[config.mk]
export PLATFORM = sky130hd
export DESIGN_NAME = miller_rabin_primality_64_top
export DESIGN_NICKNAME = d
export VERILOG_FILES = /design/src/hdl/mrp_pkg.sv /design/src/hdl/mrp_mulmod.sv /design/src/hdl/miller_rabin_primality_64_top.sv
export SDC_FILE = /design/constraint.sdc
export NUM_CORES = 2
export LEC_CHECK = 0
export BUFFER_PORTS_ARGS = -buffer_cell sky130_fd_sc_hd__buf_2
export CAP_MARGIN = 20
export CORE_ASPECT_RATIO = 1.4
export CORE_UTILIZATION = 65
export CTS_CLUSTER_DIAMETER = 80
export DETAILED_ROUTE_END_ITERATION = 6
export PLACE_DENSITY_LB_ADDON = 0.08
export SLEW_MARGIN = 20
export SYNTH_ARGS = -nofsm -noshare
export SYNTH_HDL_FRONTEND = slang
export SYNTH_HIERARCHICAL = 1
export SYNTH_SLANG_ARGS = --single-unit
[constraint.sdc]
create_clock -name clk_i -period 10.96 [get_ports clk_i]
set_input_delay 0.548 -clock clk_i [delete_from_list [all_inputs] [get_ports clk_i]]
set_output_delay 0.548 -clock clk_i [all_outputs]
set_load 0.1 [all_outputs]
[src/hdl/mrp_pkg.sv]
`default_nettype none
package mrp_pkg;

  localparam int unsigned TableLen = 12;
  localparam int unsigned MaxBits = 63;

  typedef enum logic [3:0] {
    ST_IDLE,
    ST_CHECK,
    ST_SPLIT,
    ST_BASE,
    ST_POW_MUL,
    ST_POW_SQR,
    ST_POW_NEXT,
    ST_EVAL,
    ST_SQR,
    ST_SQR_EVAL,
    ST_DONE
  } state_e;

  typedef struct packed {
    logic start;
    logic busy;
    logic done;
  } mul_ctl_t;

  function automatic logic [5:0] base_value(input logic [3:0] idx);
    logic [5:0] v;
    unique case (idx)
      4'd0: v = 6'd2;
      4'd1: v = 6'd3;
      4'd2: v = 6'd5;
      4'd3: v = 6'd7;
      4'd4: v = 6'd11;
      4'd5: v = 6'd13;
      4'd6: v = 6'd17;
      4'd7: v = 6'd19;
      4'd8: v = 6'd23;
      4'd9: v = 6'd29;
      4'd10: v = 6'd31;
      4'd11: v = 6'd37;
      default: v = 6'd37;
    endcase
    return v;
  endfunction

endpackage
`default_nettype wire

[src/hdl/mrp_mulmod.sv]
`default_nettype none
// double-and-add modular multiply, one bit of y per cycle
module mrp_mulmod import mrp_pkg::*; #(
  parameter int unsigned W = 63
) (
  input  wire logic         clk_i,
  input  wire logic         rst_ni,
  input  wire logic         start_i,
  input  wire logic [W-1:0] x_i,
  input  wire logic [W-1:0] y_i,
  input  wire logic [W-1:0] m_i,
  output mul_ctl_t          ctl_o,
  output logic [W-1:0]      r_o
);

  localparam int unsigned CntW = $clog2(W + 1);

  logic [W-1:0]    r_q, r_d, x_q, y_q, y_d;
  logic [CntW-1:0] cnt_q, cnt_d;
  logic            busy_q, busy_d, done_q, done_d;
  logic [W:0]      dbl, dbl_s, sum, sum_s;
  logic [W-1:0]    dbl_r;

  always_comb begin
    dbl   = {r_q, 1'b0};
    dbl_s = dbl - {1'b0, m_i};
    dbl_r = (dbl >= {1'b0, m_i}) ? dbl_s[W-1:0] : dbl[W-1:0];
    sum   = {1'b0, dbl_r} + {1'b0, x_q};
    sum_s = sum - {1'b0, m_i};
  end

  always_comb begin
    r_d    = r_q;
    y_d    = y_q;
    cnt_d  = cnt_q;
    busy_d = busy_q;
    done_d = 1'b0;
    if (start_i) begin
      r_d    = '0;
      y_d    = y_i;
      cnt_d  = CntW'(W);
      busy_d = 1'b1;
    end else if (busy_q) begin
      if (y_q[W-1]) begin
        r_d = (sum >= {1'b0, m_i}) ? sum_s[W-1:0] : sum[W-1:0];
      end else begin
        r_d = dbl_r;
      end
      y_d   = {y_q[W-2:0], 1'b0};
      cnt_d = cnt_q - 1'b1;
      if (cnt_q == CntW'(1)) begin
        busy_d = 1'b0;
        done_d = 1'b1;
      end
    end
  end

  always_ff @(posedge clk_i or negedge rst_ni) begin
    if (!rst_ni) begin
      busy_q <= 1'b0;
      done_q <= 1'b0;
      cnt_q  <= '0;
    end else begin
      busy_q <= busy_d;
      done_q <= done_d;
      cnt_q  <= cnt_d;
    end
  end

  always_ff @(posedge clk_i) begin
    r_q <= r_d;
    y_q <= y_d;
    if (start_i) begin
      x_q <= x_i;
    end
  end

  assign ctl_o = '{start: start_i, busy: busy_q, done: done_q};
  assign r_o   = r_q;

endmodule
`default_nettype wire

[src/hdl/miller_rabin_primality_64_top.sv]
// channel | valid       | stall       | payload
// input   | in_valid_i  | in_stall_o  | candidate_i
// output  | out_valid_o | out_stall_i | prime_flag_o
// one item at a time; in_stall_o is high from acceptance until the result is taken
// each modular multiply runs in one shared shift-add unit
// rst_ni clears the sequencer and the output valid
// a held result stalls only the next acceptance
`default_nettype none
module miller_rabin_primality_64_top import mrp_pkg::*; #(
  parameter int unsigned VALUE_BITS = 63,
  parameter int unsigned BASE_COUNT = 12
) (
  input  wire logic                  clk_i,
  input  wire logic                  rst_ni,
  input  wire logic                  in_valid_i,
  output logic                       in_stall_o,
  input  wire logic [VALUE_BITS-1:0] candidate_i,
  output logic                       out_valid_o,
  input  wire logic                  out_stall_i,
  output logic                       prime_flag_o
);

  localparam int unsigned W = VALUE_BITS;
  localparam int unsigned SW = $clog2(W + 1);
  localparam logic [3:0] LastBase = 4'(BASE_COUNT - 1);

  state_e state_q, state_d;
  logic [W-1:0]  n_q, d_q, d_d, e_q, e_d, acc_q, acc_d, b_q, b_d;
  logic [SW-1:0] s_q, s_d, r_q, r_d;
  logic [3:0]    bi_q, bi_d;
  logic          res_q, res_d, ov_q, ov_d;
  logic          mul_start;
  logic [W-1:0]  mul_x, mul_y, mul_r, nm1, base_w;
  mul_ctl_t      mul_ctl;

  assign nm1    = n_q - 1'b1;
  assign base_w = W'(base_value(bi_q));

  mrp_mulmod #(.W(W)) u_mul (
    .clk_i  (clk_i),
    .rst_ni (rst_ni),
    .start_i(mul_start),
    .x_i    (mul_x),
    .y_i    (mul_y),
    .m_i    (n_q),
    .ctl_o  (mul_ctl),
    .r_o    (mul_r)
  );

  logic accept_in;
  assign accept_in  = in_valid_i && !in_stall_o;
  assign in_stall_o = (state_q != ST_IDLE) || ov_q;

  always_comb begin
    state_d = state_q;
    unique case (state_q)
      ST_IDLE:     if (accept_in) state_d = ST_CHECK;
      ST_CHECK: begin
        if (n_q < W'(4) || !n_q[0]) state_d = ST_DONE;
        else state_d = ST_SPLIT;
      end
      ST_SPLIT:    if (d_q[0]) state_d = ST_BASE;
      ST_BASE: begin
        if (base_w >= n_q) state_d = ST_DONE;
        else if (e_q == '0) state_d = ST_EVAL;
        else if (e_q[0]) state_d = ST_POW_MUL;
        else state_d = ST_POW_SQR;
      end
      ST_POW_MUL:  if (mul_ctl.done) state_d = ST_POW_SQR;
      ST_POW_SQR:  if (mul_ctl.done) state_d = ST_POW_NEXT;
      ST_POW_NEXT: begin
        if (e_q == '0) state_d = ST_EVAL;
        else if (e_q[0]) state_d = ST_POW_MUL;
        else state_d = ST_POW_SQR;
      end
      ST_EVAL: begin
        if (acc_q == W'(1) || acc_q == nm1 || r_q >= s_q) begin
          if (acc_q != W'(1) && acc_q != nm1) state_d = ST_DONE;
          else if (bi_q == LastBase) state_d = ST_DONE;
          else state_d = ST_BASE;
        end else state_d = ST_SQR;
      end
      ST_SQR:      if (mul_ctl.done) state_d = ST_SQR_EVAL;
      ST_SQR_EVAL: begin
        if (acc_q == nm1) begin
          if (bi_q == LastBase) state_d = ST_DONE;
          else state_d = ST_BASE;
        end else if (r_q >= s_q) state_d = ST_DONE;
        else state_d = ST_SQR;
      end
      ST_DONE:     state_d = ST_IDLE;
      default:     state_d = ST_IDLE;
    endcase
  end

  always_comb begin
    d_d = d_q; e_d = e_q; acc_d = acc_q; b_d = b_q;
    s_d = s_q; r_d = r_q; bi_d = bi_q; res_d = res_q; ov_d = ov_q;
    mul_start = 1'b0;
    mul_x = acc_q;
    mul_y = b_q;
    if (ov_q && !out_stall_i) ov_d = 1'b0;
    unique case (state_q)
      ST_IDLE: begin
        bi_d = '0;
        s_d  = '0;
      end
      ST_CHECK: begin
        res_d = (n_q == W'(2)) || (n_q == W'(3));
        d_d   = nm1;
      end
      ST_SPLIT: begin
        if (!d_q[0]) begin
          d_d = d_q >> 1;
          s_d = s_q + 1'b1;
        end else begin
          e_d = d_q;
        end
      end
      ST_BASE: begin
        res_d = 1'b1;
        acc_d = W'(1);
        b_d   = base_w;
        r_d   = SW'(1);
        if (base_w < n_q && e_q != '0) begin
          mul_start = 1'b1;
          if (!e_q[0]) begin
            mul_x = base_w;
            mul_y = base_w;
          end else begin
            mul_x = W'(1);
            mul_y = base_w;
          end
        end
      end
      ST_POW_MUL: if (mul_ctl.done) begin
        acc_d = mul_r;
        mul_start = 1'b1;
        mul_x = b_q;
        mul_y = b_q;
      end
      ST_POW_SQR: if (mul_ctl.done) begin
        b_d = mul_r;
        e_d = e_q >> 1;
      end
      ST_POW_NEXT: begin
        if (e_q != '0) begin
          mul_start = 1'b1;
          mul_x = e_q[0] ? acc_q : b_q;
          mul_y = b_q;
        end
      end
      ST_EVAL: begin
        if (acc_q == W'(1) || acc_q == nm1) begin
          bi_d = bi_q + 1'b1;
          e_d  = d_q;
        end else if (r_q >= s_q) begin
          res_d = 1'b0;
        end else begin
          mul_start = 1'b1;
          mul_x = acc_q;
          mul_y = acc_q;
        end
      end
      ST_SQR: if (mul_ctl.done) begin
        acc_d = mul_r;
        r_d   = r_q + 1'b1;
      end
      ST_SQR_EVAL: begin
        if (acc_q == nm1) begin
          bi_d = bi_q + 1'b1;
          e_d  = d_q;
        end else if (r_q >= s_q) begin
          res_d = 1'b0;
        end else begin
          mul_start = 1'b1;
          mul_x = acc_q;
          mul_y = acc_q;
        end
      end
      ST_DONE: ov_d = 1'b1;
      default: ;
    endcase
  end

  always_ff @(posedge clk_i or negedge rst_ni) begin
    if (!rst_ni) begin
      state_q <= ST_IDLE;
      ov_q    <= 1'b0;
    end else begin
      state_q <= state_d;
      ov_q    <= ov_d;
    end
  end

  always_ff @(posedge clk_i) begin
    if (accept_in) n_q <= candidate_i;
    d_q <= d_d; e_q <= e_d; acc_q <= acc_d; b_q <= b_d;
    s_q <= s_d; r_q <= r_d; bi_q <= bi_d; res_q <= res_d;
  end

  assign out_valid_o  = ov_q;
  assign prime_flag_o = res_q;

endmodule
`default_nettype wire

Yosys cells after proc, flatten, opt, wreduce, memory -nomap -nowiden
Memories as Yosys holds them, arrays and structs flattened. A register that Yosys moved wholly into a read port is not among the register bits.
Cells that the tools add are included.
{ "word_totals": {"ff_bits": 534, "rom_bits": 96, "inputBits": 67, "out_inout_bits": 3, "elab_cells": 168, "n_memories": 1} }
{ "classes": {"addsub": 8, "n_lt_le_gt_ge": 6, "eq_ne": 29, "muxes": 70, "n_reduce_logical": 36} }
{ "mem_list": {"columns": ["memory", "depth", "word_bits", "read_ports", "rd_clocked_by_memory_dff", "wr", "line_no", "source"], "rows": [
  ["(name not given)", 16, 6, 1, 1, 0, "mrp_pkg.sv:29", "unique case (idx)"]
]} }
{ "op_table": {"columns": ["cell", "count"], "rows": [
  ["63-bit two-way mux", 19],
  ["63-bit one-hot mux with 2 select lines", 3],
  ["63-bit one-hot mux with 3 select lines", 2],
  ["63-bit one-hot mux with 4 select lines", 1],
  ["64-bit by 63-bit greater-or-equal comparator with 1-bit output", 2],
  ["63-bit by 2-bit == test with 1-bit output, second input constant", 2],
  ["63-bit subtractor", 2],
  ["63-bit by 63-bit adder with 64-bit output", 1],
  ["63-bit by 1-bit == test with 1-bit output, second input constant", 1],
  ["63-bit == test", 1],
  ["6-bit by 63-bit greater-or-equal comparator with 1-bit output", 1],
  ["63-bit zero test", 1],
  ["6-bit by 63-bit < comparator with 1-bit output", 1],
  ["63-bit by 3-bit < comparator with 1-bit output, second input constant", 1],
  ["63-bit by 1-bit != test with 1-bit output, second input constant", 1],
  ["63-bit != test", 1],
  ["63-bit nonzero test", 1],
  ["63-bit by 1-bit subtractor with 63-bit output, second input constant", 1],
  ["4-bit two-way mux", 15],
  ["4-bit one-hot mux with 10 select lines", 1],
  ["6-bit two-way mux", 5],
  ["6-bit one-hot mux with 2 select lines", 2],
  ["1-bit two-way mux", 18],
  ["4-bit by 3-bit == test with 1-bit output, second input constant", 4],
  ["other kinds (25)", 62]
]} }

Logic depth before layout (Yosys ltp)
{ "depth": {"word_depth": 6, "depth_mapped": 42, "mapped_depth_nobuf": 37} }

Modules after synthesis
Netlist, hierarchy kept.
{ "modules_own_cells": {"columns": ["mod", "n_inst", "cells_each", "area_each_um2", "seq_area_each_um2"], "rows": [
  ["mrp_mulmod", 1, 2473, 20133.1, 5245.0],
  ["miller_rabin_primality_64_top", 1, 1857, 19792.7, 10214.8]
]} }

Least setup slack after synthesis
OpenSTA, ideal clock, no wires.
{ "synth_path": {"kind": "register to register", "from": "register n_q[0]", "to": "register e_q[0], enable pin", "setup_time_ns": 0.598, "arrival_ns": 8.255, "required_time_ns": 10.362, "slack_ns": 2.107, "stages_incl_launch_ff": 15, "n_path_buf": 3, "synth_period_minus_slack_ns": 8.853, "path_cell_list": "edfxtp_1 > clkbuf_1 > inv_1 > ha_1 > clkbuf_1 > nand4_2 > nor4b_1 > mux2i_1 > o221ai_1 > a2111o_1 > nor4_2 > and3_4 > buf_6 > nor2_1 > a311oi_1"} }
{ "synth_via": {"elab_chain_cells": 5, "elab_cells_between_ends": 6, "cone_classes": "add/sub: 1; eq/ne: 3; reduce/logical: 2"} }
{ "synth_lines": {"columns": ["item", "line_no", "source"], "rows": [
  ["start, declared", "miller_rabin_primality_64_top.sv:28", "logic [W-1:0] n_q, d_q, d_d, e_q, e_d, acc_q, acc_d, b_q, b_d;"],
  ["start signal, assigned", "miller_rabin_primality_64_top.sv:197", "if (accept_in) n_q <= candidate_i;"],
  ["63-bit by 1-bit subtractor with 63-bit output (*)", "miller_rabin_primality_64_top.sv:36", "assign nm1 = n_q - 1'b1;"],
  ["63-bit == test (*)", "miller_rabin_primality_64_top.sv:154, miller_rabin_primality_64_top.sv:170", null],
  ["1-bit logical OR", "miller_rabin_primality_64_top.sv:154", "if (acc_q == W'(1) || acc_q == nm1) begin"],
  ["2-bit != test (no source line)", null, null],
  ["5-bit AND reduction (no source line) (*)", null, null],
  ["end signal, assigned", "miller_rabin_primality_64_top.sv:198", "d_q <= d_d; e_q <= e_d; acc_q <= acc_d; b_q <= b_d;"],
  ["end, declared", "miller_rabin_primality_64_top.sv:28", null]
]} }
Mark *: on every way between the ends. The rest lies on a longest branch, timed or not.
A chain may end at the register's enable or synchronous reset.

Worst setup path after layout
{ "layout_path": {"from": "register n_q[24]", "to": "register u_mul.r_q[1] (netlist: u_mul/r_o[1])"} }
{ "layout_via": {"elab_chain_cells": 6, "elab_cells_between_ends": 17, "cone_classes": "add/sub: 4; order compare: 3; eq/ne: 1; mux: 7; reduce/logical: 2"} }
{ "layout_lines": {"columns": ["item", "line_no", "source"], "rows": [
  ["64-bit by 63-bit greater-or-equal comparator with 1-bit output / 63-bit subtractor (equally long branches)", "mrp_mulmod.sv:27, mrp_mulmod.sv:26", null],
  ["63-bit two-way mux", "mrp_mulmod.sv:27", "dbl_r = (dbl >= {1'b0, m_i}) ? dbl_s[W-1:0] : dbl[W-1:0];"],
  ["63-bit by 63-bit adder with 64-bit output", "mrp_mulmod.sv:28", "sum = {1'b0, dbl_r} + {1'b0, x_q};"],
  ["63-bit subtractor / 64-bit by 63-bit greater-or-equal comparator with 1-bit output (equally long branches)", "mrp_mulmod.sv:29, mrp_mulmod.sv:45", null],
  ["63-bit two-way mux", "mrp_mulmod.sv:45", "r_d = (sum >= {1'b0, m_i}) ? sum_s[W-1:0] : sum[W-1:0];"],
  ["63-bit two-way mux", "mrp_mulmod.sv:44", "if (y_q[W-1]) begin"],
  ["end signal, assigned", "mrp_mulmod.sv:71", "r_q <= r_d;"],
  ["end, declared", "mrp_mulmod.sv:18", "logic [W-1:0] r_q, r_d, x_q, y_q, y_d;"]
]} }
Several ways; a longest one is shown, not always the timed one.

==> impl_results.md <==
* Syn_nets at 4610
* DR vias at 34800
* VDD IR max at 0.000131 V
* Startpoint Class: register
* Mapped Area at 0.0399 mm²
* Cell Rows at 107
* Final Skew at 0.0318 ns
* Max cap viols at 0
* Worst-margin pin slew at about 1.4 ns
* Cell Pwr Density at 100 mW/mm²
* Final cell count without fillers at 5117
* Detailed Route WL at approximately 130000 µm
* Iteration-0 DRC Markers at ~4200
* Hold endpoint: n_q[14]$_DFFE_PP_
* Crit Reg-Reg Endpoint: u_mul/r_o[1]$_SDFFE_PP0P_
* Dpl hpwl at 97800 µm
* H-tree depth at 2
* Num CTS Buffers at 55
* CP max stage cell: edfxtp_1
* Die area at 0.0624 mm²
* Clock Tree Root: clkbuf_16
* Final period utilization at about 96%
* Relative slew slack at 5.78%
* Initial Util at 65.7%
* Crit path time final at 10.51 ns
* Hold_sp: candidate_i[14]
* TNS Setup at 0 ns
* Hold Crit Class: primary input to register
* Routed Antenna Nets at 0
* Diode count at 0
* Vias/cell at 6.80
* Reg2reg setup slack at 0.45 ns
* DP Cell Count at 5013
* Buffer depth of the longest clock path at 3
* Synth warn at 6
* Slew Viols, Final at 0
* Clock sink count at 540
* Avg WL per Cell at 25.5 µm
* Final nets at roughly 4500
* Antenna violations before repair at 2
* Die width at roughly 210 µm
* Later-pin clock latency in the skew report at 0.64 ns
* Core area at 0.0608 mm²
* Hold Fails Final Rpt at 0
* Gate Count Post-Synth at 4328
* Vias in the first global route at between 30000 and 40000
* Leakage power at around 17 nW
* Setup Crit Path Kind: register to register
* Global-route wire length before repair at 193000 µm
* Hold-critical path depth at 1
* Worst-path fanout max at between 80 and 90
* Global route overflow at 0
* Final GP Congestion at slightly above 1
* CP peak stage delay at 0.77 ns
* FMAX at 0.0951 GHz
* Avg Inst Size Synth at 9.22 µm²
* Die Y-Extent at 295 µm
* Port Buf Inserts at 69
* Pin count of the biggest net entering global routing at 82
* Fraction of layout cells with a size suffix above 1 at 8.79%
* Total track usage at 41.0%
* Initial DRT Pass Iterations at 6
* Outcome: finished clean
* Clock transition at path regs at around 0.070 ns
* Total power at 0.00426 W
* Cts repair resizes at 0
* Reg2reg path depth at 34
* Area Growth Syn to Fin at 6.74%
* Endpoints failing setup at 0
* Critical Path AT at about 11 ns
* Setup crit end kind: register
* CTS tree: built
* WP data required at 11.46 ns
* RSZ-0062 raised after global routing: no
* IO Pins at 70
* DRC viols at 0
* R2r startpoint: n_q[24]$_DFFE_PP_
==> flip-flops by register name (all words and copies together) (netlist names), 6 cells and up <==
register and count:
s_q 6, u_mul/y_q 63, u_mul/x_q 63, b_q 63, base_w 6, r_q 6, e_q 63, u_mul/cnt_q 6
d_q 63, u_mul/r_o 63, n_q 63, acc_q 63
==> power breakdown <==
| group | switching [W] | internal (W) |
|---|---|---|
| registers | 0.0000000000000000000118 | 0.00220 |
| logic | 0.00000525 | 0.00000837 |
| clock network | 0.000885 | 0.00116 |
==> timing repair <==
item / in CTS / in global routing
hold buffers: 1 / 0
buffers inserted: 0 / 1
endpoints found under the setup margin: 0 / 1
endpoints found under the hold margin: 13 / 0
==> area by class of cell <==
type	instances	area, µm²
clock buffer	61	1420
clock inverter	41	527
fill	4785	18200
inverter	165	619
multi-input combinational	3379	22900
sequential	540	15500
tap	817	1020
timing repair buffer	114	698
==> routing by layer <==
metal	GRT usage (%)	vias to the layer above	share of wire, %
met4	22.1	0	5.7
met3	7.30	335	11
met1	54.7	16500	39
met5	0	-	0
li1	-	15900	-
met2	63.3	2024	44
==> cells in the final DEF, fill, tap and decap left out, drive strengths merged, types with 31 or more instances in the layout <==
cell / count
ha: 212
o21ai: 275
nor3: 84
nor2b: 35
edfxtp: 458
nor2: 221
o21a: 31
inv: 169
o211ai: 70
nand2b: 72
nand4: 99
buf: 113
xor2: 106
clkbuf: 61
mux2: 68
a21o: 148
xnor2: 182
nor4: 74
dfxtp: 69
a22o: 117
and2: 147
nand2: 516
a21oi: 331
a31oi: 38
nand3: 102
o21bai: 43
==> through the flow <==
| stage | util (%) | hold slack (ns) | area, µm² | setup slack (ns) |
|---|---|---|---|---|
| floorplan | - | 0.252 | 39900 | 2.11 |
| global placement | 66.9 | 0.449 | 40600 | 0.880 |
| detailed placement | 66.9 | 0.453 | 40600 | 0.722 |
| CTS | 70.1 | 0.0568 | 42600 | 0.700 |
| global route | 70.1 | 0.0623 | 42600 | 0.0133 |
| finish | 70.1 | 0.0775 | 42600 | 0.446 |
==> worst max-delay path, delay by kind of cell (launching register included) <==
kind,cells,cell delay (ns)
AOI/OAI and AO/OA,16,4.38
xor gates and xnor gates,1,0.24
adders and majority gates,4,1.48
buffers and inverters,3,0.68
DFF,1,0.77
and+or+nand+nor,10,2.71
==> how the worst max path moves through the flow <==
stage | from | end | slack [ns] | depth (start not counted)
after detailed placement | n_q[24]$_DFFE_PP_ | u_mul/r_o[19]$_SDFFE_PP0P_ | 0.72 | 34
after global placement | n_q[24]$_DFFE_PP_ | u_mul/r_o[1]$_SDFFE_PP0P_ | 0.88 | 34
final | n_q[24]$_DFFE_PP_ | u_mul/r_o[1]$_SDFFE_PP0P_ | 0.45 | 34
after global routing | n_q[1]$_DFFE_PP_ | u_mul/r_o[19]$_SDFFE_PP0P_ | 0.01 | 34
after floorplan | n_q[0]$_DFFE_PP_ | e_q[0]$_DFFE_PP_ | 2.11 | 14
after CTS | n_q[24]$_DFFE_PP_ | u_mul/r_o[19]$_SDFFE_PP0P_ | 0.70 | 34
Note: power is estimated with default switching activity, not from simulation.
